[src/rtl/wsfr_pkg.sv]
// ----------------------------------------------------------------------------
// wsfr_pkg
// Shared types and constants of the WebSocket frame receiver.
// ----------------------------------------------------------------------------
package wsfr_pkg;

	localparam int ACCUM_WIDTH_DEFAULT = 27;

	localparam int MAX_FRAME_W   = 24;
	localparam int MAX_MESSAGE_W = 26;
	localparam int CFG_DATA_W    = 26;
	localparam int TDATA_OUT_W   = 24;

	localparam logic [MAX_FRAME_W-1:0]   MAX_FRAME_RST   = 24'd1048576;
	localparam logic [MAX_MESSAGE_W-1:0] MAX_MESSAGE_RST = 26'd4194304;

	// configuration register indexes
	typedef enum logic [0:0] {
		REG_MAX_FRAME   = 1'b0,
		REG_MAX_MESSAGE = 1'b1
	} reg_index_t;

	// frame opcodes
	localparam logic [3:0] OP_CONT  = 4'h0;
	localparam logic [3:0] OP_TEXT  = 4'h1;
	localparam logic [3:0] OP_BIN   = 4'h2;
	localparam logic [3:0] OP_CLOSE = 4'h8;
	localparam logic [3:0] OP_PING  = 4'h9;

	// short length codes of the second header byte
	localparam logic [6:0] LEN_CODE_16 = 7'd126;
	localparam logic [6:0] LEN_CODE_64 = 7'd127;

	typedef enum logic [3:0] {
		V_MID            = 4'd0,
		V_MSG_DONE       = 4'd1,
		V_FRAG_STORED    = 4'd2,
		V_PING           = 4'd3,
		V_CLOSE          = 4'd4,
		V_IGNORED        = 4'd5,
		V_STRAY_CONT     = 4'd6,
		V_DATA_IN_FRAG   = 4'd7,
		V_MSG_TOO_LARGE  = 4'd8,
		V_FRAME_TOO_LARGE = 4'd9
	} verdict_t;

	typedef enum logic [2:0] {
		PH_START   = 3'd0,
		PH_LEN     = 3'd1,
		PH_LEN16   = 3'd2,
		PH_LEN64   = 3'd3,
		PH_MASK    = 3'd4,
		PH_PAYLOAD = 3'd5
	} phase_t;

	typedef struct packed {
		logic [7:0] payload_byte;
		logic       has_payload;
		logic [3:0] frame_op;
		logic       frame_final;
		logic       frame_end;
		verdict_t   verdict;
	} result_t;

endpackage

[src/rtl/wsfr_parser.sv]
// ----------------------------------------------------------------------------
// wsfr_parser
// Header parser, fragment bookkeeping and payload unmasking, one byte a cycle while take is high.
// ----------------------------------------------------------------------------
module wsfr_parser #(
	parameter int ACCUM_WIDTH = wsfr_pkg::ACCUM_WIDTH_DEFAULT
) (
	input  logic                             clk,
	input  logic                             arst_n,
	input  logic                             take,
	input  logic [7:0]                       rx_byte,
	input  logic [wsfr_pkg::MAX_FRAME_W-1:0]   max_frame_len,
	input  logic [wsfr_pkg::MAX_MESSAGE_W-1:0] max_message_len,
	output logic                             res_valid,
	output wsfr_pkg::result_t                res
);
	import wsfr_pkg::*;

	localparam int CMP_W = ((ACCUM_WIDTH > MAX_MESSAGE_W) ? ACCUM_WIDTH : MAX_MESSAGE_W) + 1;
	localparam logic [CMP_W-1:0] ACCUM_MAX = CMP_W'({ACCUM_WIDTH{1'b1}});

	phase_t                   phase_q, phase_n;
	logic                     fin_q, fin_n;
	logic [3:0]               opcode_q, opcode_n;
	logic                     masked_q, masked_n;
	logic [MAX_FRAME_W-1:0]   len_q, len_n;
	logic                     big_q, big_n;
	logic [31:0]              mask_q, mask_n;
	logic [MAX_FRAME_W-1:0]   count_q, count_n;
	logic [ACCUM_WIDTH-1:0]   accum_q, accum_n;
	logic                     halted_q, halted_n;

	logic                     hd_go, fd_go;
	logic [CMP_W-1:0]         len_x, accum_x, sum_x;
	logic [7:0]               key;
	verdict_t                 err;

	always_ff @(posedge clk or negedge arst_n) begin
		if (!arst_n) begin
			phase_q  <= PH_START;
			fin_q    <= 1'b0;
			opcode_q <= '0;
			masked_q <= 1'b0;
			len_q    <= '0;
			big_q    <= 1'b0;
			mask_q   <= '0;
			count_q  <= '0;
			accum_q  <= '0;
			halted_q <= 1'b0;
		end else begin
			phase_q  <= phase_n;
			fin_q    <= fin_n;
			opcode_q <= opcode_n;
			masked_q <= masked_n;
			len_q    <= len_n;
			big_q    <= big_n;
			mask_q   <= mask_n;
			count_q  <= count_n;
			accum_q  <= accum_n;
			halted_q <= halted_n;
		end
	end

	always_comb begin
		phase_n  = phase_q;
		fin_n    = fin_q;
		opcode_n = opcode_q;
		masked_n = masked_q;
		len_n    = len_q;
		big_n    = big_q;
		mask_n   = mask_q;
		count_n  = count_q;
		accum_n  = accum_q;
		halted_n = halted_q;
		hd_go    = 1'b0;
		fd_go    = 1'b0;
		err      = V_MID;
		key      = '0;
		res_valid = 1'b0;
		res.payload_byte = '0;
		res.has_payload  = 1'b0;
		res.frame_op     = opcode_q;
		res.frame_final  = fin_q;
		res.frame_end    = 1'b0;
		res.verdict      = V_MID;

		if (take && !halted_q) begin
			unique case (phase_q)
				PH_LEN: begin
					masked_n = rx_byte[7];
					count_n  = '0;
					len_n    = '0;
					big_n    = 1'b0;
					if (rx_byte[6:0] == LEN_CODE_16) begin
						phase_n = PH_LEN16;
					end else if (rx_byte[6:0] == LEN_CODE_64) begin
						phase_n = PH_LEN64;
					end else begin
						len_n = MAX_FRAME_W'(rx_byte[6:0]);
						if (rx_byte[7]) begin
							phase_n = PH_MASK;
							mask_n  = '0;
						end else begin
							hd_go = 1'b1;
						end
					end
				end
				PH_LEN16, PH_LEN64: begin
					len_n   = {len_q[MAX_FRAME_W-9:0], rx_byte};
					big_n   = big_q | (len_q[MAX_FRAME_W-1 -: 8] != 8'd0);
					count_n = count_q + 1'b1;
					if (count_n >= ((phase_q == PH_LEN16) ? MAX_FRAME_W'(2) : MAX_FRAME_W'(8)))
					begin
						if (masked_q) begin
							phase_n = PH_MASK;
							count_n = '0;
							mask_n  = '0;
						end else begin
							hd_go = 1'b1;
						end
					end
				end
				PH_MASK: begin
					mask_n  = {mask_q[23:0], rx_byte};
					count_n = count_q + 1'b1;
					if (count_n >= MAX_FRAME_W'(4)) begin
						hd_go = 1'b1;
					end
				end
				PH_PAYLOAD: begin
					// mask key byte 0 sits in the top byte of the key register
					key     = masked_q ? mask_q[{~count_q[1:0], 3'b000} +: 8] : 8'd0;
					count_n = count_q + 1'b1;
					res_valid        = 1'b1;
					res.payload_byte = rx_byte ^ key;
					res.has_payload  = 1'b1;
					if (count_n >= len_q) begin
						res.frame_end = 1'b1;
						fd_go         = 1'b1;
					end
				end
				default: begin
					// wait for a frame start; drop bytes with the top bit clear
					phase_n = PH_START;
					if (rx_byte[7]) begin
						fin_n    = 1'b1;
						opcode_n = rx_byte[3:0];
						phase_n  = PH_LEN;
					end
				end
			endcase
		end

		len_x   = CMP_W'(len_n);
		accum_x = CMP_W'(accum_q);
		sum_x   = accum_x + len_x;

		if (hd_go) begin
			count_n = '0;
			if (big_n || (len_n > max_frame_len)) begin
				err = V_FRAME_TOO_LARGE;
			end else if (opcode_q == OP_TEXT || opcode_q == OP_BIN) begin
				if (accum_q != '0) begin
					err = V_DATA_IN_FRAG;
				end else if (!fin_q && (len_x > CMP_W'(max_message_len))) begin
					err = V_MSG_TOO_LARGE;
				end
			end else if (opcode_q == OP_CONT) begin
				if (accum_q == '0) begin
					err = V_STRAY_CONT;
				end else if (sum_x > CMP_W'(max_message_len)) begin
					err = V_MSG_TOO_LARGE;
				end
			end
			if (err != V_MID) begin
				halted_n      = 1'b1;
				phase_n       = PH_START;
				res_valid     = 1'b1;
				res.frame_end = 1'b1;
				res.verdict   = err;
			end else if (len_n == '0) begin
				res_valid     = 1'b1;
				res.frame_end = 1'b1;
				fd_go         = 1'b1;
			end else begin
				phase_n = PH_PAYLOAD;
			end
		end

		if (fd_go) begin
			phase_n = PH_START;
			priority if (opcode_q == OP_TEXT || opcode_q == OP_BIN) begin
				if (fin_q) begin
					res.verdict = V_MSG_DONE;
				end else begin
					accum_n     = (len_x > ACCUM_MAX) ? ACCUM_MAX[ACCUM_WIDTH-1:0]
					                                 : len_x[ACCUM_WIDTH-1:0];
					res.verdict = V_FRAG_STORED;
				end
			end else if (opcode_q == OP_CONT) begin
				if (fin_q) begin
					accum_n     = '0;
					res.verdict = V_MSG_DONE;
				end else begin
					accum_n     = (sum_x > ACCUM_MAX) ? ACCUM_MAX[ACCUM_WIDTH-1:0]
					                                 : sum_x[ACCUM_WIDTH-1:0];
					res.verdict = V_FRAG_STORED;
				end
			end else if (opcode_q == OP_CLOSE) begin
				halted_n    = 1'b1;
				res.verdict = V_CLOSE;
			end else if (opcode_q == OP_PING) begin
				res.verdict = V_PING;
			end else begin
				res.verdict = V_IGNORED;
			end
		end
	end

endmodule

[src/rtl/websocket_frame_receiver_unit.sv]
// ----------------------------------------------------------------------------
// websocket_frame_receiver_unit
// Receive-side WebSocket frame parser with payload unmasking.
// ----------------------------------------------------------------------------
// Feed the received bytes of an open link on the s_ side, one byte per
// transaction. The unit takes one byte every clock cycle while the skid
// register is free: header parsing, the size checks and the unmasking are
// settled in the cycle the byte is taken, and the result is registered in
// the output register, or in the skid register behind it while the output
// register is full. The skid keeps s_tready high for one more byte when
// m_tready drops, so s_tready depends only on registers. Header bytes give
// no result, except the last header byte of an empty frame or of a frame
// that fails a check. Each payload byte gives one result; the last result
// of every frame has m_tlast set and carries the verdict. An error or a
// close frame stops the unit: every later byte is taken and dropped until
// arst_n is asserted. Write the two size limits only while no byte is in flight.
module websocket_frame_receiver_unit #(
	parameter int ACCUM_WIDTH = wsfr_pkg::ACCUM_WIDTH_DEFAULT
) (
	input  logic                          clk,
	input  logic                          arst_n,
	// configuration write port
	input  logic                          cfg_we,
	input  logic                          cfg_index,
	input  logic [wsfr_pkg::CFG_DATA_W-1:0] cfg_wdata,
	// received bytes
	input  logic                          s_tvalid,
	output logic                          s_tready,
	input  logic [7:0]                    s_tdata,    // [7:0] rx_byte
	// results
	output logic                          m_tvalid,
	input  logic                          m_tready,
	output logic [wsfr_pkg::TDATA_OUT_W-1:0] m_tdata, // [7:0] payload_byte,
	                                                  // [11:8] opcode,
	                                                  // [12] frame_final,
	                                                  // [16:13] verdict, rest zero
	output logic                          m_tuser,    // [0] has_payload
	output logic                          m_tlast     // frame_end
);
	import wsfr_pkg::*;

	logic [MAX_FRAME_W-1:0]   max_frame_q;
	logic [MAX_MESSAGE_W-1:0] max_message_q;

	logic    take;
	logic    res_valid;
	result_t res;

	result_t out_q, skid_q;
	logic    out_valid_q, skid_valid_q;
	logic    pop;

	// Configuration registers: latch on the write enable, no read-back.
	always_ff @(posedge clk or negedge arst_n) begin
		if (!arst_n) begin
			max_frame_q   <= MAX_FRAME_RST;
			max_message_q <= MAX_MESSAGE_RST;
		end else if (cfg_we) begin
			unique case (reg_index_t'(cfg_index))
				REG_MAX_FRAME:   max_frame_q   <= cfg_wdata[MAX_FRAME_W-1:0];
				REG_MAX_MESSAGE: max_message_q <= cfg_wdata[MAX_MESSAGE_W-1:0];
				default: ;
			endcase
		end
	end

	// Take a byte whenever the skid register is free.
	assign s_tready = !skid_valid_q;
	assign take     = s_tvalid && s_tready;

	wsfr_parser #(
		.ACCUM_WIDTH(ACCUM_WIDTH)
	) u_parser (
		.clk            (clk),
		.arst_n         (arst_n),
		.take           (take),
		.rx_byte        (s_tdata),
		.max_frame_len  (max_frame_q),
		.max_message_len(max_message_q),
		.res_valid      (res_valid),
		.res            (res)
	);

	assign pop = out_valid_q && m_tready;

	// Output register plus skid: advance the skid into the output slot when
	// the slot frees up, otherwise park a new result in the skid.
	always_ff @(posedge clk or negedge arst_n) begin
		if (!arst_n) begin
			out_valid_q  <= 1'b0;
			skid_valid_q <= 1'b0;
		end else if (!out_valid_q || pop) begin
			out_valid_q  <= skid_valid_q || res_valid;
			skid_valid_q <= 1'b0;
		end else if (res_valid) begin
			skid_valid_q <= 1'b1;
		end
	end

	always_ff @(posedge clk) begin
		if (!out_valid_q || pop) begin
			out_q <= skid_valid_q ? skid_q : res;
		end else if (res_valid) begin
			skid_q <= res;
		end
	end

	assign m_tvalid = out_valid_q;
	assign m_tdata  = {7'd0, out_q.verdict, out_q.frame_final, out_q.frame_op,
	                   out_q.payload_byte};
	assign m_tuser  = out_q.has_payload;
	assign m_tlast  = out_q.frame_end;

endmodule

[config.mk]
export PLATFORM = sky130hd
export DESIGN_NAME = websocket_frame_receiver_unit
export DESIGN_NICKNAME = d
export VERILOG_FILES = /design/src/rtl/wsfr_pkg.sv /design/src/rtl/wsfr_parser.sv /design/src/rtl/websocket_frame_receiver_unit.sv
export SDC_FILE = /design/constraint.sdc
export NUM_CORES = 1
export LEC_CHECK = 0
export ABC_AREA = 1
export BUFFER_PORTS_ARGS = -buffer_cell sky130_fd_sc_hd__buf_4
export CAP_MARGIN = 0
export CORE_MARGIN = 2
export CORE_UTILIZATION = 35
export DETAILED_ROUTE_END_ITERATION = 10
export MAX_ROUTING_LAYER = met4
export PLACE_DENSITY_LB_ADDON = 0.25
export SLEW_MARGIN = 20
export SYNTH_ARGS = -nofsm -noshare
export SYNTH_HDL_FRONTEND = slang
export SYNTH_SLANG_ARGS = --single-unit
[constraint.sdc]
create_clock -name clk -period 5.6 [get_ports clk]
set_input_delay 0.84 -clock clk [delete_from_list [all_inputs] [get_ports clk]]
set_output_delay 0.84 -clock clk [all_outputs]
set_load 0.01 [all_outputs]
# Yosys cells after proc, flatten, opt, wreduce, memory -nomap -nowiden
# Cells that the tools add are included.
[op_classes]
add_sub_neg = 2
n_lt_le_gt_ge = 7
n_eq_ne = 17
shifts = 1
n_mux = 83
bitwise = 6
reduce_logical = 34
[ops]
columns = ["op", "n"]
rows = [
  ["$mux W32", 5],
  ["$mux W24", 6],
  ["$mux W27", 5],
  ["$pmux W32 S3", 1],
  ["$pmux W24 S3", 1],
  ["$mux W4", 14],
  ["$ge A24 B24 Y1", 2],
  ["$pmux W24 S2", 1],
  ["$mux W3", 11],
  ["$shiftx A32 B6 Y8", 1],
  ["$mux W1", 29],
  ["$add A27 B24 Y28", 1],
  ["$gt A28 B26 Y1", 1],
  ["$gt A28 B27 Y1 const B", 1],
  ["$logic_not A27 Y1", 1],
  ["$reduce_bool A27 Y1", 1],
  ["$gt A24 B26 Y1", 1],
  ["$add A24 B1 Y24 const B", 1],
  ["$ge A24 B3 Y1 const B", 1],
  ["$gt A24 B24 Y1", 1],
  ["$logic_not A24 Y1", 1],
  ["$mux W19", 1],
  ["$mux W9", 2],
  ["$eq A7 B7 Y1 const B", 2],
  ["other kinds (32)", 59],
]
[word_totals]
ff_bits = 208
inputBits = 40

# Logic depth before layout (Yosys ltp)
# Gate-level depths: netlist (run 1).
[logic_depth]
depth_word = 20
ltp_mapped = 39

# By module
# A second synthesis (run 1) with hierarchy kept.
[unflattened]
hier_cells = 1926
hier_area_um2 = 14258.7
[by_module_without_submodules]
columns = ["mod", "n_inst", "cells_each", "area_each_um2"]
rows = [
  ["wsfr_parser", 1, 1589, 10725.3],
  ["websocket_frame_receiver_unit", 1, 337, 3533.4],
]

# Worst setup path before layout (run 1)
# OpenSTA, ideal clock, no wires.
[synth_path]
path_kind = "input-to-reg"
from = "input s_tdata[2]"
to = "register skid_q[0] (netlist bit) (enable)"
setup_time_ns = 0.401
arrival_ns = 5.314
t_required_ns = 5.199
path_slack_ns = -0.116
stages = 33
path_buffers = 0
path_cell_list = "inv_1 > nor3_2 > nand2_1 > nand2_1 > nand2_1 > nand3_1 > o21ai_1 > ha_1 > inv_1 > fa_1 > nand3b_1 > nand3_1 > a21oi_1 > o21ai_0 > nand2_1 > nand2_1 > xor2_1 > inv_1 > ha_1 > nand4_1 > nor2_1 > nand2_1 > nand2_1 > nand2_1 > nand2_1 > nand2_1 > nand2_1 > nand2_1 > nand3_1 > inv_1 > nand3_1 > nand2_1 > a21oi_1"
[synth_between]
elab_chain_cells = 17
elab_cells_between_ends = 30
[synth_rtl]
columns = ["item", "line", "source"]
rows = [
  ["from (decl)", "websocket_frame_receiver_unit.sv:29", "input logic [7:0] s_tdata,"],
  ["$eq A7 B7 Y1", "wsfr_parser.sv:96", "end else if (rx_byte[6:0] == LEN_CODE_64) begin"],
  ["$mux W7", "wsfr_parser.sv:96", ""],
  ["$mux W24 *", "wsfr_parser.sv:94", "if (rx_byte[6:0] == LEN_CODE_16) begin"],
  ["$pmux W24 S2 *", "wsfr_parser.sv:88", "unique case (phase_q)"],
  ["$mux W24 *", "wsfr_parser.sv:87", "if (take && !halted_q) begin"],
  ["named net u_parser.len_n[0]", "wsfr_parser.sv:26", "logic [MAX_FRAME_W-1:0] len_q, len_n;"],
  ["$add A27 B24 Y28", "wsfr_parser.sv:156", "sum_x = accum_x + len_x;"],
  ["$gt A28 B26 Y1", "wsfr_parser.sv:171", "end else if (sum_x > CMP_W'(max_message_len)) begin"],
  ["(+2 left out)", "-", ""],
  ["$mux W4", "wsfr_parser.sv:168", "end else if (opcode_q == OP_CONT) begin"],
  ["$mux W4", "wsfr_parser.sv:162", "end else if (opcode_q == OP_TEXT || opcode_q == OP_BIN) begin"],
  ["$mux W4", "wsfr_parser.sv:160", "if (big_n || (len_n > max_frame_len)) begin"],
  ["$mux W4", "wsfr_parser.sv:158", "if (hd_go) begin"],
  ["$reduce_bool A4 Y1", "wsfr_parser.sv:175", "if (err != V_MID) begin"],
  ["$mux W1 *", "wsfr_parser.sv:175", ""],
  ["$mux W1 *", "wsfr_parser.sv:158", ""],
  ["$reduce_and A2 Y1 (no line) *", "-", ""],
  ["to (signal assigned)", "websocket_frame_receiver_unit.sv:104", "skid_q <= res;"],
  ["to (decl)", "websocket_frame_receiver_unit.sv:49", "result_t out_q, skid_q;"],
]
# Mark *: on every way through the listed nets, which the timed path passes. The rest lies on a longest branch. The select of a mux whose other input is x is not followed.
# A chain may end at the register's enable or synchronous reset.

# Worst setup path after layout (run 1)
[layout_path]
from = "register u_parser.phase_q[1]"
to = "register skid_q[1] (netlist bit) (enable)"
[layout_between]
elab_chain_cells = 16
elab_cells_between_ends = 37
[layout_rtl]
columns = ["item", "line", "source"]
rows = [
  ["from (decl)", "wsfr_parser.sv:22", "phase_t phase_q, phase_n;"],
  ["from (signal assigned)", "wsfr_parser.sv:51", "phase_q <= phase_n;"],
  ["$eq A3 B2 Y1", "wsfr_parser.sv:88", ""],
  ["$reduce_or A2 Y1", "-", ""],
  ["$pmux W24 S2 *", "wsfr_parser.sv:88", ""],
  ["$mux W24 *", "wsfr_parser.sv:87", ""],
  ["named net u_parser.len_n[9]", "wsfr_parser.sv:26", ""],
  ["$add A27 B24 Y28", "wsfr_parser.sv:156", ""],
  ["$gt A28 B26 Y1", "wsfr_parser.sv:171", ""],
  ["$mux W4", "wsfr_parser.sv:171", ""],
  ["$mux W4", "wsfr_parser.sv:169", "if (accum_q == '0) begin"],
  ["$mux W4", "wsfr_parser.sv:168", ""],
  ["$mux W4", "wsfr_parser.sv:162", ""],
  ["$mux W4", "wsfr_parser.sv:160", ""],
  ["$mux W4", "wsfr_parser.sv:158", ""],
  ["$reduce_bool A4 Y1", "wsfr_parser.sv:175", ""],
  ["$mux W1 *", "wsfr_parser.sv:175", ""],
  ["$mux W1 *", "wsfr_parser.sv:158", ""],
  ["$reduce_and A2 Y1 (no line) *", "-", ""],
]
# Marks and branches as above.

==> results of run 1 <==
==> critical path: cells and delay by family, from the launching register on <==
kind	cells	cell delay [ns]
adder cells (fa/ha/maj)	2	0.64
AO/OA/AOI/OAI	6	1.09
AND/OR/NAND/NOR	19	1.88
flip-flops	1	0.44
XOR/XNOR	1	0.18
buffers and inverters	5	0.61
==> area by class of cell <==
| type | count | area, sq um | share of cell area, % |
|---|---|---|---|
| inverters | 282 | 1060 | 6.32 |
| flip-flops and latches | 208 | 5400 | 32.1 |
| clock inverters | 17 | 130 | 0.774 |
| well taps | 525 | 657 | 3.91 |
| multi-input cells | 1379 | 7470 | 44.4 |
| repair buffers | 182 | 1400 | 8.29 |
| clock buffers | 31 | 709 | 4.22 |
==> synthesized netlist by cell type (all sizes together) (7+ instances only) <==
| cell | n |
|---|---|
| nand2 | 502 |
| inv | 274 |
| o21ai | 229 |
| dfrtp | 168 |
| nor2 | 148 |
| ha | 126 |
| nand3 | 124 |
| a21oi | 104 |
| edfxtp | 38 |
| nand4 | 35 |
| buf | 30 |
| clkbuf | 28 |
| xor2 | 17 |
| nor3 | 16 |
| a21o | 12 |
| clkinv | 8 |
| xnor2 | 8 |
| a22oi | 7 |
| nor4 | 7 |
| o21bai | 7 |
==> state kept, by name, indices dropped and copies added, names as in the netlist <==
register,cells
u_parser.fin_q,1
skid_valid_q,1
u_parser.accum_q,27
u_parser.count_q,24
u_parser.opcode_q,4
m_tlast,1
m_tuser,1
max_frame_q,24
u_parser.mask_q,32
m_tvalid,1
m_tdata,17
u_parser.len_q,24
skid_q,19
max_message_q,26
u_parser.phase_q,3
u_parser.big_q,1
u_parser.masked_q,1
u_parser.halted_q,1
==> metrics by stage <==
stage / std cells / setup TNS [ns] / util (%) / setup WS (ns) / power [uW]
floorplan: 1927 / 0 / - / 0.245 / 1800
finish: 2624 / 0 / 42.1 / 0.412 / 3540
global placement: 2575 / -1.77 / 39.9 / -0.0707 / 1900
global route: 2624 / 0 / 42.1 / 0.0211 / 3710
detailed placement: 2575 / -5.64 / 39.9 / -0.162 / 1910
CTS: 2623 / 0 / 42.0 / 0.153 / 3590
==> where the power goes <==
part | switching, uW | internal [uW] | leakage [uW]
registers | 23.9 | 1580 | 0.00245
logic | 171 | 102 | 0.00587
clock network | 711 | 951 | 0.000418
==> cell families (layout without fill, tap and decap cells) <==
family,count (synthesis),count (layout),synth area share [%]
other cells,1,7,0.0264
flops,208,208,38.0
compound gates,378,378,14.1
xor+xnor,25,25,1.54
fa+ha+maj,127,127,11.2
simple gates,842,842,25.2
buf+inv,340,512,9.84
==> layer usage <==
metal,global-route usage [%],vias up
li1,-,6617
met1,27.9,6228
met2,36.6,348
met3,3.77,77
met4,6.24,0
met5,-,-
==> worst paths after layout <==
path,start,end,slack [ns],depth (start not counted)
max in group asynchronous,arst_n,u_parser.mask_q[15],4.10,2
min in group clk,max_message_q[23],max_message_q[23],0.48,2
worst max register to register,u_parser.phase_q[1],skid_q[1],0.41,33
worst max-delay path,u_parser.phase_q[1],skid_q[1],0.41,33
worst min-delay path,arst_n,u_parser.count_q[20],0.32,1
worst min register to register,max_message_q[23],max_message_q[23],0.48,2
==> timing repair <==
item                                    in CTS  in global routing
setup buffers                                0                  1
endpoints found under the setup margin       0                 59
resized for setup                            0                 13
endpoints found under the hold margin        0                  0
==> results.sh, run 1 <==
export IMPL_status="complete, no violations"
export IMPL_fin_nets=2246
export IMPL_clk_path_buf_depth=3
export IMPL_via_per_inst=5.06
export IMPL_ir_drop_v=0.000188
export IMPL_whs_ns=0.325
export IMPL_synth_edf_count=38
export IMPL_vias=13300
export IMPL_route_detailed_drc=0
export IMPL_power_density_nw_per_um2=211
export IMPL_die_w_um=205
export IMPL_slew_viol_final=0
export IMPL_final_cell_mix="nand2_1, inv_1, o21ai_0"
export IMPL_ant_nets=0
export IMPL_worstSetupStartpointType="flip-flop"
export IMPL_yosys_area_top_type="dfrtp_1"
export IMPL_top_layer="met4"
export IMPL_grt_use_total_pct=22.1
export IMPL_cap_violations=0
export IMPL_worstPathArrival_ns=5.45
export IMPL_drive_gt1_share_pct=12.9
export IMPL_cts_max_level=1
export IMPL_synthToLayoutAreaGrowth_pct=18.5
export IMPL_design_area_sq_um=16800
export IMPL_setup_viol=0
export IMPL_wl_met3_um=2490
export IMPL_tightest_slew_ns=0.980
export IMPL_synth_seq_area_share_pct=38.0
export IMPL_antenna_found_initial=0
export IMPL_fp_dieArea_sq_um=42200
export IMPL_synth_distinct_cells=50
export IMPL_dpl_cell_area_sq_um=15900
export IMPL_wl_um=44300
export IMPL_fillerInstances=4108
export IMPL_clock_sinks=208
export IMPL_ctsHoldBuffers=0
export IMPL_cpMostUsedCell="nand2_1"
export IMPL_leakagePower_uw=0.00874
export IMPL_syn_inst=1921
export IMPL_hpwl_um=34300
export IMPL_hold_viol=0
export IMPL_overflow=0
export IMPL_critPathMaxStageDelay_ns=0.44
export IMPL_synth_seq_cells=208
export IMPL_place_congestion=1.03
export IMPL_finClkSkew_ns=0.0114
export IMPL_syn_area_sq_um=14200
export IMPL_timing_fmax_mhz=193
export IMPL_num_rows=73
export IMPL_io_buffers=60
export IMPL_netlist_area_leader_share_pct=29.6
export IMPL_fin_crit_sh_pct=92.6
export IMPL_initial_core_util_pct=35.6
export IMPL_cpMaxStageDelayCell="dfrtp_1"
export IMPL_crit_required_ns=5.86
export IMPL_wirelength_met1_um=19400
export IMPL_drt_iter0_drc=959
export IMPL_io_pins=68
export IMPL_wl_per_cell_um=16.9
export IMPL_die_h_um=205
export IMPL_n_antenna_cell=0
export IMPL_final_common_cell="nand2_1"
export IMPL_fin_crit_ns=5.19
export IMPL_numCtsBuffers=26
export IMPL_grt_pass1_vias=13100
export IMPL_hold_class="in -> async"
export IMPL_cp_max_fo=13
export IMPL_synth_flop_cell="dfrtp_1"
export IMPL_crit_type="reg -> reg"
export IMPL_end_kind="flip-flop"
export IMPL_grt_pass1_wl_um=70500
export IMPL_grt_max_degree=83
export IMPL_slew_headroom_pct=34.7
export IMPL_cts_tree="done"
export IMPL_postSynthAreaPerCell_sq_um=7.39
export IMPL_synth_area_leaders="dfrtp_1, nand2_1, ha_1, edfxtp_1, inv_1"
export IMPL_cts_root_buf="clkbuf_16"
export IMPL_first_pass_iters=5
export IMPL_async_reset_ff_share_pct=81.7
export IMPL_clkTransAtPathRegs_ns=0.06
export IMPL_rsz0062_at_grt="false"
export IMPL_route_met2_wl_um=21100
export IMPL_core_sq_um=39900
export IMPL_clk_latency_ns=0.56
export IMPL_yosysWarnings=0
(Power assumes the default switching activity.)
==> run 2, diff against run 1 <==
- MAX_ROUTING_LAYER: met4 -> default
==> results.sh, run 2 (synthesized netlist as in run 1, its figures left out) <==
export IMPL_clk_latency_ns=0.56
export IMPL_via_per_inst=5.02
export IMPL_setup_viol=0
export IMPL_timing_fmax_mhz=191
export IMPL_hpwl_um=35000
export IMPL_grt_use_total_pct=22.1
export IMPL_status="complete, no violations"
export IMPL_wl_per_cell_um=17.2
export IMPL_fin_nets=2260
export IMPL_final_cell_mix="nand2_1, inv_1, o21ai_0"
export IMPL_cts_root_buf="clkbuf_16"
export IMPL_grt_max_degree=65
export IMPL_fillerInstances=4038
export IMPL_crit_required_ns=5.85
export IMPL_dpl_cell_area_sq_um=16100
export IMPL_fin_crit_sh_pct=93.7
export IMPL_synthToLayoutAreaGrowth_pct=19.8
export IMPL_worstSetupStartpointType="flip-flop"
export IMPL_grt_pass1_vias=13400
export IMPL_cp_max_fo=18
export IMPL_crit_type="reg -> reg"
export IMPL_ctsHoldBuffers=0
export IMPL_slew_headroom_pct=37.8
export IMPL_final_common_cell="nand2_1"
export IMPL_ir_drop_v=0.000214
export IMPL_grt_pass1_wl_um=72100
export IMPL_hold_class="in -> async"
export IMPL_num_rows=73
export IMPL_die_w_um=205
export IMPL_core_sq_um=39900
export IMPL_top_register="u_parser.mask_q"
export IMPL_tightest_slew_ns=0.933
export IMPL_cts_setup_buffers=0
export IMPL_cts_repair_resized=0
export IMPL_initial_core_util_pct=35.6
export IMPL_hold_viol=0
export IMPL_die_h_um=205
export IMPL_cpMaxStageDelayCell="dfrtp_1"
export IMPL_antenna_found_initial=1
export IMPL_busiest_layer="met2"
export IMPL_power_density_nw_per_um2=217
export IMPL_area_sequential_sq_um=5400
export IMPL_numCtsBuffers=26
export IMPL_grt_use_met2_pct=38.6
export IMPL_multi_input_area_sq_um=7460
export IMPL_place_congestion=0.970
export IMPL_wl_um=45500
export IMPL_cpMostUsedCell="nand2_1"
export IMPL_drt_iter0_drc=893
export IMPL_vias=13300
export IMPL_reg_top3="u_parser.mask_q x32, u_parser.accum_q x27, max_message_q x26"
export IMPL_cts_tree="done"
export IMPL_largest_reg_flops=32
export IMPL_cp_num_buf_inv=6
export IMPL_grt_use_met3_pct=3.71
export IMPL_path_delay_family="simple AND/OR/NAND/NOR gates"
export IMPL_io_buffers=60
export IMPL_worstPathArrival_ns=5.50
export IMPL_cts_max_level=1
export IMPL_slew_viol_final=0
export IMPL_leakagePower_uw=0.00884
export IMPL_whs_ns=0.243
export IMPL_cap_violations=0
export IMPL_fp_dieArea_sq_um=42200
export IMPL_ant_nets=0
export IMPL_end_kind="flip-flop"
export IMPL_use_met1_pct=27.7
export IMPL_clk_path_buf_depth=3
export IMPL_design_area_sq_um=17000
export IMPL_drive_gt1_share_pct=13.4
export IMPL_clkTransAtPathRegs_ns=0.07
export IMPL_finClkSkew_ns=0.0230
export IMPL_clock_sinks=208
export IMPL_fin_crit_ns=5.25
export IMPL_first_pass_iters=6
export IMPL_overflow=0
export IMPL_route_detailed_drc=0
export IMPL_io_pins=68
export IMPL_critPathMaxStageDelay_ns=0.43
-- run 2: final cells by class --
cell class	count	area share [%]
Timing Repair Buffer	196	8.87
Clock inverter	15	1.17
Tap cell	525	3.86
Sequential cell	208	31.7
Inverter	282	6.25
Clock buffer	33	4.22
Multi-Input combinational cell	1379	43.9
Antenna cell	1	0.0147
-- run 2: worst paths after layout --
path	from	slack [ns]	cells past startpoint	end
setup / recovery	u_parser.phase_q[1]	0.35	34	skid_q[3]
hold / removal	arst_n	0.24	1	u_parser.count_q[11]
setup reg to reg	u_parser.phase_q[1]	0.35	34	skid_q[3]
hold reg to reg	max_frame_q[18]	0.48	2	max_frame_q[18]
max in group asynchronous	arst_n	4.13	2	u_parser.accum_q[14]
min in group clk	max_frame_q[18]	0.48	2	max_frame_q[18]
-- run 2: metrics by stage --
step / setup TNS (ns) / power [uW] / util (%) / setup slack [ns] / std cells
3_5_place_dp: -5.34 / 1910 / 40.2 / -0.160 / 2590
3_3_place_gp: -2.13 / 1900 / 40.2 / -0.0870 / 2590
5_1_grt: -0.0263 / 3840 / 42.6 / -0.0113 / 2638
2_1_floorplan: 0 / 1800 / - / 0.245 / 1927
6_report: 0 / 3690 / 42.6 / 0.351 / 2639
4_1_cts: 0 / 3740 / 42.5 / 0.259 / 2638
-- run 2: power by group --
part           leakage [uW]  switching (uW)  internal, uW  total (uW)
Clock              0.000448             711          1100        1810
Combinational       0.00594             171           101         272
Sequential          0.00245            24.0          1580        1610
Total               0.00884             905          2780        3690
-- run 2: worst register-to-register path, delay by kind of cell (launching register included) --
kind                     cells  cell delay, ns
adder cells (fa/ha/maj)      2            0.60
flip-flops                   1            0.43
buffers and inverters        6            0.71
AND/OR/NAND/NOR             20            2.11
XOR/XNOR                     1            0.19
AO/OA/AOI/OAI                5            0.91
-- run 2: per-layer routing --
| metal | part of all wire (%) | vias up | wire [um] |
|---|---|---|---|
| li1 | - | 6634 | - |
| met1 | 43 | 6218 | 19800 |
| met5 | 0 | - | 0 |
| met2 | 48 | 326 | 21900 |
| met3 | 5.2 | 78 | 2360 |
| met4 | 3.3 | 0 | 1480 |
